<file path="src/rtl/spn_pkg.sv">
// ----------------------------------------------------------------------------
// SPN cipher package
// Word type, S-box tables, bit transposition and round key selection shared
// by the round stages of the 16-bit substitution-permutation cipher.
// ----------------------------------------------------------------------------
package spn_pkg;

    localparam int unsigned BlockWidth  = 16;
    localparam int unsigned KeyWidth    = 32;
    localparam int unsigned NibbleWidth = 4;
    localparam int unsigned NumRounds   = 4;

    typedef logic [BlockWidth-1:0]  block_t;
    typedef logic [KeyWidth-1:0]    key_t;
    typedef logic [NibbleWidth-1:0] nibble_t;
    typedef logic [1:0]             round_idx_t;

    typedef enum logic
    {
        OP_ENCRYPT = 1'b0,
        OP_DECRYPT = 1'b1
    } op_t;

    typedef struct packed
    {
        op_t    operation;
        key_t   cipher_key;
        block_t data_block;
    } spn_word_t;

    localparam round_idx_t LastRound = 2'd3;

    function automatic nibble_t sbox_fwd(input nibble_t x);
        nibble_t y;
        case (x)
            4'h0: y = 4'he;
            4'h1: y = 4'h4;
            4'h2: y = 4'hd;
            4'h3: y = 4'h1;
            4'h4: y = 4'h2;
            4'h5: y = 4'hf;
            4'h6: y = 4'hb;
            4'h7: y = 4'h8;
            4'h8: y = 4'h3;
            4'h9: y = 4'ha;
            4'ha: y = 4'h6;
            4'hb: y = 4'hc;
            4'hc: y = 4'h5;
            4'hd: y = 4'h9;
            4'he: y = 4'h0;
            default: y = 4'h7;
        endcase
        return y;
    endfunction

    function automatic nibble_t sbox_inv(input nibble_t x);
        nibble_t y;
        case (x)
            4'h0: y = 4'he;
            4'h1: y = 4'h3;
            4'h2: y = 4'h4;
            4'h3: y = 4'h8;
            4'h4: y = 4'h1;
            4'h5: y = 4'hc;
            4'h6: y = 4'ha;
            4'h7: y = 4'hf;
            4'h8: y = 4'h7;
            4'h9: y = 4'hd;
            4'ha: y = 4'h9;
            4'hb: y = 4'h6;
            4'hc: y = 4'hb;
            4'hd: y = 4'h2;
            4'he: y = 4'h0;
            default: y = 4'h5;
        endcase
        return y;
    endfunction

    function automatic block_t substitute_fwd(input block_t x);
        block_t y;
        for (int i = 0; i < 4; i++) begin
            y[i*4 +: 4] = sbox_fwd(x[i*4 +: 4]);
        end
        return y;
    endfunction

    function automatic block_t substitute_inv(input block_t x);
        block_t y;
        for (int i = 0; i < 4; i++) begin
            y[i*4 +: 4] = sbox_inv(x[i*4 +: 4]);
        end
        return y;
    endfunction

    // Bit 4a+b moves to bit 4b+a; the map is its own inverse.
    function automatic block_t transpose(input block_t x);
        block_t y;
        for (int a = 0; a < 4; a++) begin
            for (int b = 0; b < 4; b++) begin
                y[4*b + a] = x[4*a + b];
            end
        end
        return y;
    endfunction

    function automatic block_t round_key(input key_t key, input round_idx_t r);
        block_t k;
        case (r)
            2'd0: k = key[31:16];
            2'd1: k = key[27:12];
            2'd2: k = key[23:8];
            default: k = key[19:4];
        endcase
        return k;
    endfunction

endpackage

</file>
<file path="src/rtl/spn_if.sv">
// ----------------------------------------------------------------------------
// SPN cipher channels
// Valid/ready channels for the request and response words of the cipher.
// ----------------------------------------------------------------------------
interface spn_req_if;
    import spn_pkg::*;

    logic   valid;
    logic   ready;
    op_t    operation;
    key_t   cipher_key;
    block_t data_block;

    modport source (output valid, output operation, output cipher_key,
                    output data_block, input ready);
    modport sink   (input valid, input operation, input cipher_key,
                    input data_block, output ready);
endinterface

interface spn_rsp_if;
    import spn_pkg::*;

    logic   valid;
    logic   ready;
    block_t result_block;

    modport source (output valid, output result_block, input ready);
    modport sink   (input valid, input result_block, output ready);
endinterface

</file>
<file path="src/rtl/spn_block_cipher_16bit.sv">
// ----------------------------------------------------------------------------
// 16-bit SPN block cipher
// Four-round substitution-permutation cipher with a 32-bit key, one round
// per pipeline stage, encrypting or decrypting each word on its own.
// ----------------------------------------------------------------------------
// The cipher takes one request word per clock unless a response stall has
// backed up to the first stage, and carries each word through one register
// stage per cipher round; the last stage register drives the response channel
// directly. Encrypt and decrypt words may be mixed freely, and a stall on the
// response side holds the words backed up behind it in place while later
// words move up into empty stages, so request ready follows the occupancy of
// the stages.
module spn_block_cipher_16bit
    import spn_pkg::*;
(
    input  logic  clk,
    input  logic  rst_n,
    spn_req_if.sink   req,
    spn_rsp_if.source rsp
);

    logic      stage_valid [NumRounds+1];
    logic      stage_ready [NumRounds+1];
    spn_word_t stage_word  [NumRounds+1];

    assign stage_valid[0]          = req.valid;
    assign stage_word[0].operation  = req.operation;
    assign stage_word[0].cipher_key = req.cipher_key;
    assign stage_word[0].data_block = req.data_block;
    assign req.ready               = stage_ready[0];

    for (genvar g = 0; g < NumRounds; g++)
    begin : g_round
        spn_round_stage u_stage
        (
            .clk       (clk),
            .rst_n     (rst_n),
            .round_idx (round_idx_t'(g)),
            .up_valid  (stage_valid[g]),
            .up_ready  (stage_ready[g]),
            .up_word   (stage_word[g]),
            .dn_valid  (stage_valid[g+1]),
            .dn_ready  (stage_ready[g+1]),
            .dn_word   (stage_word[g+1])
        );
    end

    assign stage_ready[NumRounds] = rsp.ready;
    assign rsp.valid              = stage_valid[NumRounds];
    assign rsp.result_block       = stage_word[NumRounds].data_block;

endmodule

</file>
<file path="src/rtl/spn_round_stage.sv">
// ----------------------------------------------------------------------------
// SPN round stage
// One registered pipeline stage: encryption round round_idx or decryption
// round three minus round_idx, chosen per word by its operation.
// ----------------------------------------------------------------------------
module spn_round_stage
    import spn_pkg::*;
(
    input  logic       clk,
    input  logic       rst_n,
    input  round_idx_t round_idx,
    input  logic       up_valid,
    output logic       up_ready,
    input  spn_word_t  up_word,
    output logic       dn_valid,
    input  logic       dn_ready,
    output spn_word_t  dn_word
);

    logic       valid_reg;
    logic       valid_next;
    spn_word_t  word_reg;
    spn_word_t  word_next;
    round_idx_t dec_idx;
    block_t     whiten_key;
    block_t     enc_sub;
    block_t     enc_out;
    block_t     dec_pre;
    block_t     dec_out;

    assign up_ready = !valid_reg || dn_ready;
    assign dn_valid = valid_reg;
    assign dn_word  = word_reg;

    always_comb
    begin
        dec_idx    = LastRound - round_idx;
        whiten_key = up_word.cipher_key[15:0];
        enc_sub    = substitute_fwd(up_word.data_block ^
                                    round_key(up_word.cipher_key, round_idx));
        enc_out    = (round_idx == LastRound) ? (enc_sub ^ whiten_key)
                                              : transpose(enc_sub);
        dec_pre    = (dec_idx == LastRound) ? (up_word.data_block ^ whiten_key)
                                            : transpose(up_word.data_block);
        dec_out    = substitute_inv(dec_pre) ^ round_key(up_word.cipher_key, dec_idx);

        word_next            = up_word;
        word_next.data_block = (up_word.operation == OP_DECRYPT) ? dec_out : enc_out;
        valid_next           = up_ready ? up_valid : valid_reg;
    end

    always_ff @(posedge clk or negedge rst_n)
    begin
        if (!rst_n)
        begin
            valid_reg <= 1'b0;
        end
        else
        begin
            valid_reg <= valid_next;
        end
    end

    always_ff @(posedge clk)
    begin
        if (up_ready && up_valid)
        begin
            word_reg <= word_next;
        end
    end

endmodule

</file>
<file path="src/flat_wrapper.sv">
// flat-port wrapper written by rule: the top's interface ports become plain ports
module spn_block_cipher_16bit_flat import spn_pkg::*;
  (clk, rst_n, req_valid, req_operation, req_cipher_key, req_data_block, req_ready, rsp_valid, rsp_result_block, rsp_ready);
  spn_req_if req_i ();
  spn_rsp_if rsp_i ();
  input  logic clk;
  input  logic rst_n;
  input wire logic [$bits(req_i.valid)-1:0] req_valid;
  input wire logic [$bits(req_i.operation)-1:0] req_operation;
  input wire logic [$bits(req_i.cipher_key)-1:0] req_cipher_key;
  input wire logic [$bits(req_i.data_block)-1:0] req_data_block;
  output wire logic [$bits(req_i.ready)-1:0] req_ready;
  output wire logic [$bits(rsp_i.valid)-1:0] rsp_valid;
  output wire logic [$bits(rsp_i.result_block)-1:0] rsp_result_block;
  input wire logic [$bits(rsp_i.ready)-1:0] rsp_ready;
  assign req_i.valid = req_valid;
  assign req_i.operation = req_operation;
  assign req_i.cipher_key = req_cipher_key;
  assign req_i.data_block = req_data_block;
  assign req_ready = req_i.ready;
  assign rsp_valid = rsp_i.valid;
  assign rsp_result_block = rsp_i.result_block;
  assign rsp_i.ready = rsp_ready;
  spn_block_cipher_16bit u_core (.clk(clk), .rst_n(rst_n), .req(req_i), .rsp(rsp_i));
endmodule
</file>
<file path="config.mk">
export PLATFORM = sky130hd
export DESIGN_NAME = spn_block_cipher_16bit_flat
export DESIGN_NICKNAME = d
export VERILOG_FILES = /design/src/rtl/spn_pkg.sv /design/src/rtl/spn_if.sv /design/src/rtl/spn_block_cipher_16bit.sv /design/src/rtl/spn_round_stage.sv /design/src/flat_wrapper.sv
export SDC_FILE = /design/constraint.sdc
export NUM_CORES = 1
export LEC_CHECK = 0
export BUFFER_PORTS_ARGS = -buffer_cell sky130_fd_sc_hd__buf_2
export CAP_MARGIN = 20
export CELL_PAD_IN_SITES_DETAIL_PLACEMENT = 1
export CELL_PAD_IN_SITES_GLOBAL_PLACEMENT = 1
export CORE_AREA = 2 2 175 177
export DETAILED_ROUTE_END_ITERATION = 8
export DIE_AREA = 0 0 177 179
export PLACE_DENSITY = 0.89
export SLEW_MARGIN = 20
export SYNTH_ARGS = -nofsm -noshare
export SYNTH_HDL_FRONTEND = slang
export SYNTH_SLANG_ARGS = --single-unit
</file>
<file path="constraint.sdc">
create_clock -name clk -period 5.8 [get_ports clk]
set_input_delay 0 -clock clk [delete_from_list [all_inputs] [get_ports clk]]
set_output_delay 0 -clock clk [all_outputs]
set_load 0.01 [all_outputs]
</file>
Yosys cells after proc, flatten, opt, wreduce, memory -nomap -nowiden
Memory sizes are Yosys's and may differ from the RTL's. A register that Yosys moved wholly into a read port is not among the register bits.
Cells that the tools add are included.
Cells by class
  multiplexer cells: 16
  bitwise logic cells: 10
  reductions and logical operators: 12
Operators with widths (number)
  16-bit bitwise XOR: 10
  16-bit two-way mux: 4
  4-bit two-way mux: 12
  1-bit logical AND: 4
  1-bit logical NOT: 4
  1-bit logical OR: 4
Storage, ports and cells
  flip-flop bits (word level): 167
  ROM bits: 2048
  input bits: 53
  output and inout port bits: 18
  logic and storage cells: 84
  memories kept: 32
Memory list
  (name not given): words 16, bits a word 4, read ports 1, clocked after memory_dff 0, wr ports 0, line spn_pkg.sv:35  | case (x)
  (name not given): words 16, bits a word 4, read ports 1, clocked after memory_dff 0, wr ports 0, line spn_pkg.sv:35
  (name not given): words 16, bits a word 4, read ports 1, clocked after memory_dff 0, wr ports 0, line spn_pkg.sv:35
  (name not given): words 16, bits a word 4, read ports 1, clocked after memory_dff 0, wr ports 0, line spn_pkg.sv:35
  (name not given): words 16, bits a word 4, read ports 1, clocked after memory_dff 0, wr ports 0, line spn_pkg.sv:58  | case (x)
  (name not given): words 16, bits a word 4, read ports 1, clocked after memory_dff 0, wr ports 0, line spn_pkg.sv:58
  +26 memories

Depth between registers and ports, before layout
  depth after elaboration: 7
  gate-level depth with buffers: 14
  depth with buffers taken out: 14

Modules after synthesis
A second synthesis with hierarchy kept.
Unflattened totals
  cells, all modules: 1897
  area, all modules: 21323.0 µm²
Modules (own cells, without submodules)
  spn_round_stage (u_core.g_round[1].u_stage ...): times used 3, cells each 488, area each 5401.4 µm², sequential area each 1496.4 µm²
  spn_round_stage (u_core.g_round[0].u_stage): times used 1, cells each 431, area each 5111.2 µm², sequential area each 1496.4 µm²
  spn_block_cipher_16bit: times used 1, cells each 2, area each 7.5 µm², sequential area each 0.0 µm²

Worst setup path after synthesis
OpenSTA, ideal clock, no wires.
  kind: flip-flop to flip-flop
  from: register u_core.g_round[3].u_stage.valid_reg
  to: register (tool-made name)
  library setup time: 0.134 ns
  arrival: 4.065 ns
  required time: 5.666 ns
  path slack: 1.601 ns
  stages on the path, launching flop included: 10
  path buffers: 1
  period minus slack after synthesis: 4.199 ns
  path through: dfrtp_1 > nand4b_1 > nand2_1 > inv_2 > buf_1 > mux2i_1 > inv_1 > ha_1 > or2_2 > mux4_2
RTL lines
  from (decl): line spn_round_stage.sv:20  | logic valid_reg;
  from (signal assigned): line spn_round_stage.sv:60  | valid_reg <= valid_next;

==> summary.txt <==
Global routing
  • Gr ovfl total: 0
  • Vias in the first global route: 11,900
  • Pin count of the biggest net entering global routing: 47
  • Wire length of the first global-routing pass: 64,900 um
  • Antenna violations before repair: 0
  • GRT Util Overall: 26.1%

Final layout
  • Fraction of layout cells with a size suffix above 1: 11.2%
  • Post-layout nets: 1,733
  • Filler Cell Count: 3,309
  • Area Growth Syn to Fin: 12.6%
  • ANT cells: 0

STA
  • Slew margin rel.: 26.6%
  • Worst slew pin tran: 1100 ps
  • Clk_skew: 9.45 ps
  • Slew Limit Fails: 0
  • Setup_tns: 0 ps
  • Finish-stage setup viols: 0
  • Minimum clock period: 3800 ps
  • Max Clk Rate: 0.263 GHz
  • RSZ-0062 raised after global routing: false
  • Final hold viol count: 0
  • Fin Hold WS: 57.2 ps
  • Tcrit/Tclk final: 65.5%

Placed design
  • IO buf count: 70
  • Final Wtd Congestion: 0.866
  • DPL Wire Length: 31,100 um

Floorplanning
  • Die Ht: 179 um
  • I/O pin total: 71
  • Core Footprint: 0.0300 sq mm
  • Initial core utilization: 49.2%
  • Die Wd: 177 um
  • Row Count: 64
  • Die area: 0.0317 sq mm

Synthesis
  • Post-Syn Area: 0.0148 sq mm
  • Ys async rst share: 1.86%
  • Synth area leader: edfxtp_1
  • Top_reg_cell synth: edfxtp_1
  • Post-synth cell types: 68
  • Register area share after synthesis: 40.3%
  • Yosys top cell area share: 33.1%
  • Mapped Nets: 1,618
  • Yosys reg bits: 215
  • Avg Cell Area, Syn: 10.5 sq um
  • Post-synth EDFFs: 163
  • Cells after synthesis: 1,409
  • Post-synth top cells: 163 x edfxtp_1, 156 x ha_1, 118 x xnor2_1
  • Ys Warns: 0
  • Largest cells by area after synthesis: edfxtp_1 33%, ha_1 13%, xnor2_1 7.0%
  • Count leader, synth: edfxtp_1

Clocking
  • Clk sinks: 215
  • Clk_lat worst skew: 520 ps
  • CTS Root Cell: clkbuf_16
  • TritonCTS Buffers: 25
  • CTS tree: done
  • Post-CTS setup buffer count: 0
  • Longest Clk Path Bufs: 3
  • Post_cts resized: 0
  • Hold buffer count at CTS: 37
  • CTS H-tree lvls: 1
  • Worst-path clk slew: 60 ps

Critical path
  • Setup crit start kind: flop
  • CP max-delay cell: xnor2_1
  • Kind of critical path: reg2reg
  • Crit path DAT: 4190 ps
  • Crit path max fanout: 12
  • CP endpoint kind: flop
  • CP most frequent cell: xnor2_1
  • CP required: 6190 ps
  • CP max stage delay: 730 ps
  • Cells along the critical path: xnor2_1, xnor2_1, nor2_1, a2111oi_0, a21oi_1, mux2i_1, inv_1, ha_1, or2_2, mux4_2

Outcome
  • Run status: complete, no violations

Routing
  • Post-DR wirelength/cell: 21.1 um
  • Vias per Instance: 5.70
  • Residual DRC: 0
  • Initial DRT Pass Iterations: 4
  • DR vias: 11,100
  • Initial drt markers: 605
  • Final WL: 40,800 um
  • DRT antenna net count: 0

Pwr
  • Peak VDD IR: 0.000252 V
  • Total Power: 7.01 mW
  • PwrDens: 421 mW/mm^2
  • Static Leakage: 6.94 nW

Hold path
  • Worst Hold Class: in2reg

Job
  • Max_cap viols: 0
path summary, 6_finish.rpt:
| path | depth (start not counted) | slack, ps | endpoint | start |
|---|---|---|---|---|
| max | 10 | 2000 | flop | u_core.g_round[0].u_stage.dn_word[30] |
| min | 1 | 60 | u_core.g_round[0].u_stage.dn_word[48] | req_operation |
| max reg2reg | 10 | 2000 | flop | u_core.g_round[0].u_stage.dn_word[30] |
| min reg2reg | 0 | 420 | u_core.g_round[2].u_stage.dn_word[46] | u_core.g_round[1].u_stage.dn_word[46] |
| max in group asynchronous | 3 | 5260 | u_core.g_round[1].u_stage.dn_valid | rst_n |
| min in group asynchronous | 3 | 370 | u_core.g_round[3].u_stage.dn_valid | rst_n |
layout make-up:
| type | count | area [sq um] | area share [%] |
|---|---|---|---|
| Clock buffer | 37 | 671 | 4.03 |
| Clock inverter | 8 | 33.8 | 0.203 |
| Inverter | 103 | 387 | 2.32 |
| Multi-Input combinational cell | 1066 | 8350 | 50.1 |
| Sequential cell | 215 | 5960 | 35.8 |
| Tap cell | 396 | 495 | 2.97 |
| Timing Repair Buffer | 113 | 766 | 4.60 |
power breakdown:
group | switching [mW] | internal, mW | leakage (nW)
registers | 0.276 | 2.13 | 2.02
clock network | 0.610 | 0.793 | 0.342
logic | 1.93 | 1.26 | 4.57
cells in the final DEF, fill, tap and decap left out, types with 13 or more instances in the layout:
master,Yosys,final
inv_1,96,95
a211oi_1,44,44
nor3_1,24,24
buf_2,6,70
mux2i_1,81,81
a21oi_1,80,80
xnor2_1,118,117
mux2_2,19,19
clkbuf_16,0,25
dlygate4sd3_1,0,37
a31oi_1,13,13
dfxtp_1,48,48
xor2_1,83,83
nand3_1,25,25
ha_1,156,156
o21ai_0,74,73
and3_1,13,13
edfxtp_1,163,163
nor2_1,95,95
nand2_1,98,98
worst max-delay path, delay by kind of cell (launching register included):
family          cells  cell delay, ps
flops               1             450
buf+inv             1             210
mux                 2             940
xor+xnor            2             930
compound gates      2             540
simple gates        2             350
fa+ha+maj           1             250
layer usage:
layer	vias to the layer above	wire [um]	GRT usage, %
met4	0	1660	10.5
li1	5216	-	-
met2	240	21300	49.4
met3	95	1290	2.61
met5	-	0	0
met1	5499	16600	29.9
stage by stage:
stage	setup slack (ps)	instance area [sq um]	util [%]	std cells
floorplan	1600	14800	-	1409
global placement	2500	15600	51.9	1856
detailed placement	2150	15600	51.9	1856
CTS	1980	16600	55.4	1938
global route	1810	16700	55.5	1938
finish	2000	16700	55.5	1938
cell families after synthesis:
kind of cell	after synthesis	synth area share (%)
buffers and inverters	128	3.36
adder cells (fa/ha/maj)	158	13.3
AND/OR/NAND/NOR	302	9.31
AO/OA/AOI/OAI	280	12.1
XOR/XNOR	214	13.3
multiplexers	112	8.31
flip-flops	215	40.3
(Power assumes the default switching activity.)
